[src/hdl/cct_pkg.sv]
`timescale 1ns / 1ps

package cct_pkg;

  // Width of the internal byte offsets; outputs carry the low 32 bits.
  localparam int unsigned POS_WIDTH = 32;
  localparam int unsigned OUT_WIDTH = 32;
  localparam int unsigned CFG_IDX_WIDTH = 3;

  typedef logic [POS_WIDTH-1:0] pos_t;

  localparam pos_t POS_MAX = '1;

  localparam logic [7:0] NUL_BYTE = 8'h00;
  localparam logic [7:0] SPACE_BYTE = 8'h20;
  localparam logic [7:0] TAB_BYTE = 8'h09;
  localparam logic [7:0] CR_BYTE = 8'h0d;

  localparam logic [7:0] COLUMN_CHAR_RST = 8'd44;
  localparam logic [7:0] ROW_CHAR_RST = 8'd13;
  localparam logic [7:0] ROW_FOLLOW_CHAR_RST = 8'd10;
  localparam logic [7:0] QUOTE_CHAR_RST = 8'd34;

  typedef enum logic [CFG_IDX_WIDTH-1:0] {
    CFG_COLUMN_CHAR     = 3'd0,
    CFG_ROW_CHAR        = 3'd1,
    CFG_ROW_FOLLOW_CHAR = 3'd2,
    CFG_QUOTE_CHAR      = 3'd3,
    CFG_KEEP_QUOTES     = 3'd4
  } cfg_idx_e;

  typedef struct packed {
    logic [7:0] column_char;
    logic [7:0] row_char;
    logic [7:0] row_follow_char;
    logic [7:0] quote_char;
    logic       keep_quotes;
  } cfg_t;

  typedef struct packed {
    logic [7:0] text_byte;
    logic       end_of_text;
  } in_item_t;

  typedef struct packed {
    logic [OUT_WIDTH-1:0] cell_start;
    logic [OUT_WIDTH-1:0] cell_length;
    logic                 row_end;
    logic                 quoted;
  } cell_desc_t;

  function automatic pos_t sat_inc(pos_t v);
    return (v == POS_MAX) ? POS_MAX : pos_t'(v + pos_t'(1));
  endfunction

  function automatic logic is_space(logic [7:0] b);
    return (b == SPACE_BYTE) || (b inside {[TAB_BYTE:CR_BYTE]});
  endfunction

  function automatic logic [OUT_WIDTH-1:0] to_out(pos_t v);
    logic [63:0] w;
    w = 64'(v);
    return w[OUT_WIDTH-1:0];
  endfunction

endpackage

[src/hdl/cct_core.sv]
`timescale 1ns / 1ps

module cct_core import cct_pkg::*; (
  input  logic       clk_i,
  input  logic       rst_ni,
  input  logic       acc_i,
  input  in_item_t   item_i,
  input  cfg_t       cfg_i,
  output logic       res_valid_o,
  output cell_desc_t res_o
);

  pos_t position_q, position_d;
  pos_t cell_begin_q, cell_begin_d;
  pos_t quote_open_q, quote_open_d;
  pos_t quote_start_q, quote_start_d;
  pos_t quote_len_q, quote_len_d;
  pos_t first_ns_q, first_ns_d;
  pos_t last_ns_end_q, last_ns_end_d;
  logic seen_ns_q, seen_ns_d;
  logic inside_q, inside_d;
  logic have_quote_q, have_quote_d;
  logic skip_follow_q, skip_follow_d;
  logic [7:0] prev_q, prev_d;

  logic [7:0] b;
  logic       term;
  pos_t       cur, nxt_pos;
  logic       skip, ends, row, do_close, do_open, after_row;
  logic       hq_eff;
  pos_t       qs_eff, ql_eff;

  assign term = item_i.end_of_text;
  assign b    = term ? NUL_BYTE : item_i.text_byte;
  assign cur  = position_q;
  assign nxt_pos = sat_inc(cur);
  assign after_row = (cur != '0) &&
                     (prev_q == cfg_i.row_char || prev_q == cfg_i.row_follow_char);

  // Byte classification; column, NUL, row, quote in priority order.
  always_comb begin
    skip     = skip_follow_q && (b == cfg_i.row_follow_char);
    ends     = 1'b0;
    row      = 1'b0;
    do_close = 1'b0;
    do_open  = 1'b0;
    if (!skip) begin
      if (!term && b == cfg_i.column_char) begin
        ends = !inside_q;
      end else if (b == NUL_BYTE) begin
        if (!after_row) begin
          ends     = 1'b1;
          row      = 1'b1;
          do_close = inside_q;
        end
      end else if (b == cfg_i.row_char) begin
        ends     = 1'b1;
        row      = 1'b1;
        do_close = inside_q;
      end else if (b == cfg_i.quote_char && !cfg_i.keep_quotes) begin
        do_close = inside_q;
        do_open  = !inside_q;
      end
    end
  end

  assign hq_eff = do_close | have_quote_q;
  assign qs_eff = do_close ? sat_inc(quote_open_q) : quote_start_q;
  assign ql_eff = do_close ? ((cur > quote_open_q) ? pos_t'(cur - quote_open_q - pos_t'(1))
                                                    : '0)
                           : quote_len_q;

  always_comb begin
    res_valid_o = ends && !skip;
    res_o       = '0;
    if (hq_eff) begin
      res_o.cell_start  = to_out(qs_eff);
      res_o.cell_length = to_out(ql_eff);
    end else if (seen_ns_q) begin
      res_o.cell_start  = to_out(first_ns_q);
      res_o.cell_length = to_out(pos_t'(last_ns_end_q - first_ns_q));
    end else begin
      res_o.cell_start  = to_out(cell_begin_q);
      res_o.cell_length = '0;
    end
    res_o.row_end = row;
    res_o.quoted  = hq_eff;
  end

  always_comb begin
    position_d    = position_q;
    cell_begin_d  = cell_begin_q;
    quote_open_d  = quote_open_q;
    quote_start_d = quote_start_q;
    quote_len_d   = quote_len_q;
    first_ns_d    = first_ns_q;
    last_ns_end_d = last_ns_end_q;
    seen_ns_d     = seen_ns_q;
    inside_d      = inside_q;
    have_quote_d  = have_quote_q;
    skip_follow_d = skip_follow_q;
    prev_d        = prev_q;
    if (acc_i) begin
      skip_follow_d = 1'b0;
      position_d    = nxt_pos;
      prev_d        = b;
      if (skip) begin
        cell_begin_d = nxt_pos;
      end else begin
        have_quote_d  = hq_eff;
        quote_start_d = qs_eff;
        quote_len_d   = ql_eff;
        if (do_close) begin
          inside_d = 1'b0;
        end else if (do_open) begin
          inside_d     = 1'b1;
          quote_open_d = cur;
        end
        if (!ends) begin
          if (!is_space(b)) begin
            if (!seen_ns_q) begin
              first_ns_d = cur;
              seen_ns_d  = 1'b1;
            end
            last_ns_end_d = nxt_pos;
          end
        end else begin
          cell_begin_d  = nxt_pos;
          have_quote_d  = 1'b0;
          seen_ns_d     = 1'b0;
          skip_follow_d = row;
        end
      end
      // terminator: back to the reset state, whether or not it closed a row
      if (term) begin
        position_d    = '0;
        cell_begin_d  = '0;
        quote_open_d  = '0;
        quote_start_d = '0;
        quote_len_d   = '0;
        first_ns_d    = '0;
        last_ns_end_d = '0;
        seen_ns_d     = 1'b0;
        inside_d      = 1'b0;
        have_quote_d  = 1'b0;
        skip_follow_d = 1'b0;
        prev_d        = NUL_BYTE;
      end
    end
  end

  always_ff @(posedge clk_i or negedge rst_ni) begin
    if (!rst_ni) begin
      position_q    <= '0;
      cell_begin_q  <= '0;
      quote_open_q  <= '0;
      quote_start_q <= '0;
      quote_len_q   <= '0;
      first_ns_q    <= '0;
      last_ns_end_q <= '0;
      seen_ns_q     <= 1'b0;
      inside_q      <= 1'b0;
      have_quote_q  <= 1'b0;
      skip_follow_q <= 1'b0;
      prev_q        <= NUL_BYTE;
    end else begin
      position_q    <= position_d;
      cell_begin_q  <= cell_begin_d;
      quote_open_q  <= quote_open_d;
      quote_start_q <= quote_start_d;
      quote_len_q   <= quote_len_d;
      first_ns_q    <= first_ns_d;
      last_ns_end_q <= last_ns_end_d;
      seen_ns_q     <= seen_ns_d;
      inside_q      <= inside_d;
      have_quote_q  <= have_quote_d;
      skip_follow_q <= skip_follow_d;
      prev_q        <= prev_d;
    end
  end

`ifndef SYNTH
  a_term_clears: assert property (@(posedge clk_i) disable iff (!rst_ni)
    acc_i && term |=> position_q == '0 && !skip_follow_q && !inside_q)
    else $error("state not cleared after terminator");

  a_row_arms_skip: assert property (@(posedge clk_i) disable iff (!rst_ni)
    acc_i && !term && res_valid_o && res_o.row_end |=> skip_follow_q && !inside_q)
    else $error("row end did not arm follow skip");

  a_pos_step: assert property (@(posedge clk_i) disable iff (!rst_ni)
    acc_i && !term && position_q != POS_MAX |=>
      position_q == pos_t'($past(position_q) + pos_t'(1)))
    else $error("position did not advance by one");
`endif

endmodule

[src/hdl/csv_cell_tokenizer_unit.sv]
`timescale 1ns / 1ps

// CSV cell tokenizer: takes one text byte per cycle and returns one descriptor
// (start offset, length, row-end and quoted marks) per finished cell, in the
// cycle after the byte that closes the cell. Every byte is classified and the
// cell state updated as it is accepted, so the sustained rate is one byte per
// clock; the only stall is a result held in the output register while the
// receiver is not ready, which holds off the next byte whether or not it
// closes a cell. The configuration port is always ready and should be written
// only while no transaction is in flight.

module csv_cell_tokenizer_unit import cct_pkg::*; (
  input  logic                     clk_i,
  input  logic                     rst_ni,
  input  logic                     in_valid_i,
  output logic                     in_ready_o,
  input  in_item_t                 in_item_i,
  output logic                     out_valid_o,
  input  logic                     out_ready_i,
  output cell_desc_t               out_cell_o,
  input  logic                     cfg_valid_i,
  output logic                     cfg_ready_o,
  input  logic [CFG_IDX_WIDTH-1:0] cfg_index_i,
  input  logic [7:0]               cfg_data_i
);

  cfg_t       cfg_q, cfg_d;
  logic       out_valid_q, out_valid_d;
  cell_desc_t out_cell_q;
  logic       in_acc;
  logic       res_valid;
  cell_desc_t res;

  assign cfg_ready_o = 1'b1;
  assign in_ready_o  = !out_valid_q || out_ready_i;
  assign in_acc      = in_valid_i && in_ready_o;
  assign out_valid_o = out_valid_q;
  assign out_cell_o  = out_cell_q;

  always_comb begin
    cfg_d = cfg_q;
    if (cfg_valid_i) begin
      case (cfg_idx_e'(cfg_index_i))
        CFG_COLUMN_CHAR:     cfg_d.column_char     = cfg_data_i;
        CFG_ROW_CHAR:        cfg_d.row_char        = cfg_data_i;
        CFG_ROW_FOLLOW_CHAR: cfg_d.row_follow_char = cfg_data_i;
        CFG_QUOTE_CHAR:      cfg_d.quote_char      = cfg_data_i;
        CFG_KEEP_QUOTES:     cfg_d.keep_quotes     = cfg_data_i[0];
        default: ;
      endcase
    end
  end

  cct_core u_core (
    .clk_i       (clk_i),
    .rst_ni      (rst_ni),
    .acc_i       (in_acc),
    .item_i      (in_item_i),
    .cfg_i       (cfg_q),
    .res_valid_o (res_valid),
    .res_o       (res)
  );

  always_comb begin
    out_valid_d = out_valid_q;
    if (in_acc) begin
      out_valid_d = res_valid;
    end else if (out_ready_i) begin
      out_valid_d = 1'b0;
    end
  end

  always_ff @(posedge clk_i or negedge rst_ni) begin
    if (!rst_ni) begin
      cfg_q.column_char     <= COLUMN_CHAR_RST;
      cfg_q.row_char        <= ROW_CHAR_RST;
      cfg_q.row_follow_char <= ROW_FOLLOW_CHAR_RST;
      cfg_q.quote_char      <= QUOTE_CHAR_RST;
      cfg_q.keep_quotes     <= 1'b0;
      out_valid_q           <= 1'b0;
    end else begin
      cfg_q       <= cfg_d;
      out_valid_q <= out_valid_d;
    end
  end

  always_ff @(posedge clk_i) begin
    if (in_acc && res_valid) begin
      out_cell_q <= res;
    end
  end

`ifndef SYNTH
  a_no_overwrite: assert property (@(posedge clk_i) disable iff (!rst_ni)
    out_valid_q && !out_ready_i |-> !in_ready_o)
    else $error("input taken while result stalled");

  a_result_source: assert property (@(posedge clk_i) disable iff (!rst_ni)
    $rose(out_valid_q) |-> $past(in_acc && res_valid))
    else $error("result without a closing byte");

  a_drop_idle: assert property (@(posedge clk_i) disable iff (!rst_ni)
    in_acc && !res_valid |=> !out_valid_q)
    else $error("stale result after a non-closing byte");
`endif

endmodule

[config.mk]
export PLATFORM = sky130hd
export DESIGN_NAME = csv_cell_tokenizer_unit
export DESIGN_NICKNAME = d
export VERILOG_FILES = /design/src/hdl/cct_pkg.sv /design/src/hdl/cct_core.sv /design/src/hdl/csv_cell_tokenizer_unit.sv
export SDC_FILE = /design/constraint.sdc
export NUM_CORES = 1
export LEC_CHECK = 0
export BUFFER_PORTS_ARGS = -buffer_cell sky130_fd_sc_hd__buf_2
export CAP_MARGIN = 20
export CORE_AREA = 2 2 216 218
export CTS_CLUSTER_DIAMETER = 100
export DETAILED_ROUTE_END_ITERATION = 8
export DIE_AREA = 0 0 218 220
export GPL_TIMING_DRIVEN = 0
export HOLD_SLACK_MARGIN = 0.05
export PLACE_DENSITY = 0.58
export SYNTH_ARGS = -nofsm -noshare
export SYNTH_HDL_FRONTEND = slang
export SYNTH_SLANG_ARGS = --single-unit
export TNS_END_PERCENT = 5
[constraint.sdc]
create_clock -name clk_i -period 5.1 [get_ports clk_i]
set_input_delay 0.51 -clock clk_i [delete_from_list [all_inputs] [get_ports clk_i]]
set_output_delay 0.51 -clock clk_i [all_outputs]
set_load 0.01 [all_outputs]
==> metrics.md <==
| Metric | Value |
|---|---|
| Clock network fraction of total power | 37.5% |
| Power Total | between 7 and 8 mW |
| Pint | around 5.2 mW |
| HPWL after DPL | ~62,000 µm |
| CP delay by family, top | compound AO/OA/AOI/OAI gates |
| Critical-path top delay cell | a2111oi_4 |
| Routability cong. | around 1 |
| Setup tns final | 0 ns |
| Max-slew violation count | 0 |
| Gate power share | between 20 and 25% |
| Num CTS Buffers | 39 |
| RSZ-0062 raised after global routing | no |
| Most frequent cells after synthesis | 260 x dfrtp_1, 174 x nand2_1, 164 x a21oi_1, 146 x nor2_1, 103 x o21ai_0 |
| Layout Cells excl Fill | 2,901 |
| Total Routing Usage GR | 33.7% |
| Crit path max fanout | 13 |
| Final worst clock skew | roughly 0.015 ns |
| Slew @ Worst Pin | roughly 1.2 ns |
| Die Span Y | around 220 µm |
| Final setup vio count | 0 |
| Clock Path Buffers | 3 |
| Slew headroom | around 17% |
| Mapped cell area | just over 0.02 mm² |
| Mapped Cells | about 2,100 |
| Worst-path clk slew | 0.06 ns |
| Worst Hold Margin | 0.231 ns |
| Sequential share of power | 39.8% |
| Share of layout cells above drive strength 1 | roughly 15% |
| Syn. warnings | 0 |
| Drt via density | just over 6 |
| Async set-reset flop share out of synthesis | roughly 80% |
| Critical Path RT | approximately 5.4 ns |
| Max-cap violations | 0 |
| Yosys reg bits | between 300 and 400 |
| Post-synth EDFFs | 66 |
| Cell area after layout | 0.0229 mm² |
| DRC viols | 0 |
| Highest metal used | met4 |
| Fin crit share | between 90% and 100% |
| Layout area overhead | 12.8% |
| Vias in the first global route | 16,884 |
| Nets@finish | 2,356 |
| Post-route ant nets | 0 |
| Routed wl met3 | 5600 µm |
| Sequential-to-total area share from yosys stat | roughly 43% |
| Worst setup EP type | flop |
| Post-layout util | around half |
| Hold Vio Cnt, Final | 0 |
| Tmin final | a little under 5 ns |
| Die X | between 200 and 250 µm |
| Setup ws final | 0.165 ns |
| DR pass1 iterations | 5 |
| Hold crit path type | input pin to flop |
| Fmax achieved | 203 MHz |
| Row count | 79 |
| Worst path max stage delay | 0.81 ns |
| Psw | about 2.4 mW |
| Average size of a mapped cell | approximately 9.5 µm² |
| Synth top area cells | dfrtp_1 32%, edfxtp_1 9.8%, ha_1 4.1% |
| DRC marker count from the first detailed-route iteration | roughly 2,200 |
| Placement Cell Area | about 0.022 mm² |
| Largest area contributor in the netlist | dfrtp_1 |
| Drt wl/cell | ~28 µm |
| Sw frac | 32.1% |
| Initial core utilization | around 44% |
| Startpoint types | flop |
| Cells along the critical path | inv_1 -> ha_1 -> nor4b_1 -> nand4_1 -> o21bai_1 -> o21ai_1 -> a2111oi_4 -> nor2_1 -> inv_2 -> clkbuf_1 -> o22ai_1 |
| H-tree depth | 2 |
| Post-Route WL | 80,800 µm |
| TritonCTS clock tree | built |
| CTS sink count | 336 |
| Top_reg_cell synth | dfrtp_1 |
| Synthesized net count | roughly 2,200 |
| Port Buffers | between 80 and 90 |
| Power per cell area | 332 mW/mm² |
| FILL cells | 4,372 |
| Crit path buf inv count | 3 |
| Root buffer cell | clkbuf_16 |
| Crit Path Class | flop to flop |
| Clock Latency Late Sink | approximately 0.58 ns |
| Core region area | 0.0459 mm² |
| Status | finished clean |
| Worst Path Arrival | about 5.2 ns |
| Dpl cells | 2,827 |
| VDD IR max | approximately 0.25 mV |
| Num ports | 94 |
| Grt total ovfl | 0 |
| Netlist cell types | slightly above 80 |
| Lkg Pwr | between 10 and 15 nW |
| Die ar. | 0.0480 mm² |
| Met2 WL | approximately 36,000 µm |
| Initial antenna violation count | 1 |
| First-pass GRT wire length | between 100,000 and 150,000 µm |
| Total number of vias | around 18,000 |
| Synth top area share | 32.1% |
| Pin count of the biggest net entering global routing | between 100 and 150 |
| Met1 WL | between 30,000 and 40,000 µm |
| Most frequent cell after synthesis | dfrtp_1 |
| Post-CTS Setup Bufs | 0 |
| Dpl ws | around 0.035 ns |
## sequential cells by signal, indices dropped and copies added (netlist names)
name	count
out_cell_o	66
cfg_q	33
u_core.cell_begin_q	32
u_core.cur	32
u_core.first_ns_q	32
u_core.last_ns_end_q	32
u_core.quote_len_q	32
u_core.quote_open_q	32
u_core.quote_start_q	32
u_core.prev_q	8
out_valid_o	1
u_core.have_quote_q	1
u_core.inside_q	1
u_core.seen_ns_q	1
u_core.skip_follow_q	1
## placed cells by master, fill, tap and decap left out, types with 10 or more instances in the layout
master       n
nand4_1     23
o2bb2ai_1   20
o22ai_1     23
buf_2      121
ha_1        67
o22a_1      29
nor4_1      18
mux2i_1     27
mux2_2      74
o21bai_1    10
o21ai_0    103
edfxtp_1    66
a21oi_1    164
a31oi_1     18
buf_1       10
inv_1       99
dfstp_2     10
and3_1      24
a31o_2      38
nand2b_1    15
nor2_1     146
a21o_1      33
nand3_1     52
a211oi_1    28
xnor2_1     77
nor2b_1     23
nor3_1      49
clkbuf_1   110
a22oi_1     17
nand2_1    174
o211ai_1    10
a22o_1      77
dfrtp_1    260
xor2_1      56
clkbuf_16   41
## metal layers
layer | global-route usage (%) | vias to the layer above
met5 | 0 | -
met4 | 11.5 | 0
met3 | 5.65 | 128
met2 | 51.9 | 740
met1 | 47.9 | 8920
li1 | - | 8076
## path summary, 6_finish.rpt
check                           cells after the start  slack [ns]                  endpoint                     start
worst max-delay path                               11        0.16            out_cell_o[52]             u_core.cur[1]
worst max register to register                     11        0.16            out_cell_o[52]             u_core.cur[1]
worst min-delay path                                2        0.23                 cfg_q[21]             cfg_data_i[4]
worst min register to register                      2        0.49  u_core.quote_start_q[19]  u_core.quote_start_q[19]
min in group asynchronous                           2        0.47  u_core.last_ns_end_q[16]                    rst_ni
max in group asynchronous                           3        3.58                  cfg_q[7]                    rst_ni
## kinds of logic after synthesis
group	Yosys count	synth area share, %
mux	101	5.44
simple gates	574	13.7
compound gates	660	22.5
xor+xnor	133	5.74
fa+ha+maj	69	4.33
buf+inv	252	5.07
other cells	1	0.0185
flops	336	43.1
## worst reg2reg max path, cell delays in order (launching register included)
cell,delay (ns)
dfrtp_1,0.51
inv_1,0.24
ha_1,0.21
nor4b_1,0.29
nand4_1,0.26
o21bai_1,0.21
o21ai_1,0.21
a2111oi_4,0.81
nor2_1,0.44
inv_2,0.48
clkbuf_1,0.72
o22ai_1,0.27
## what timing repair did
action,CTS,global route
gates resized for setup,0,0
endpoints found under the setup margin,1,15
endpoints found under the hold margin,64,0
gates cloned,0,0
pin swaps,0,1
hold buffers,1,0
## final cells by class
type	instances	area [µm²]	area share, %
Multi-Input combinational cell	1538	10500	45.9
Sequential cell	336	8750	38.2
Clock buffer	55	1120	4.89
Tap cell	607	759	3.32
Buffer	149	642	2.81
Timing Repair Buffer	96	568	2.48
Inverter	102	385	1.68
Clock inverter	17	154	0.673
Antenna cell	1	2.50	0.0109
## power groups by stage
stage               Clock (mW)  Combinational [mW]  Sequential, mW
floorplan                    0                1.06            3.05
global placement             0                1.68            3.07
detailed placement           0                1.70            3.07
CTS                       2.88                1.71            3.02
global route              2.99                1.84            3.04
finish                    2.85                1.73            3.02
(Power assumes the default switching activity.)
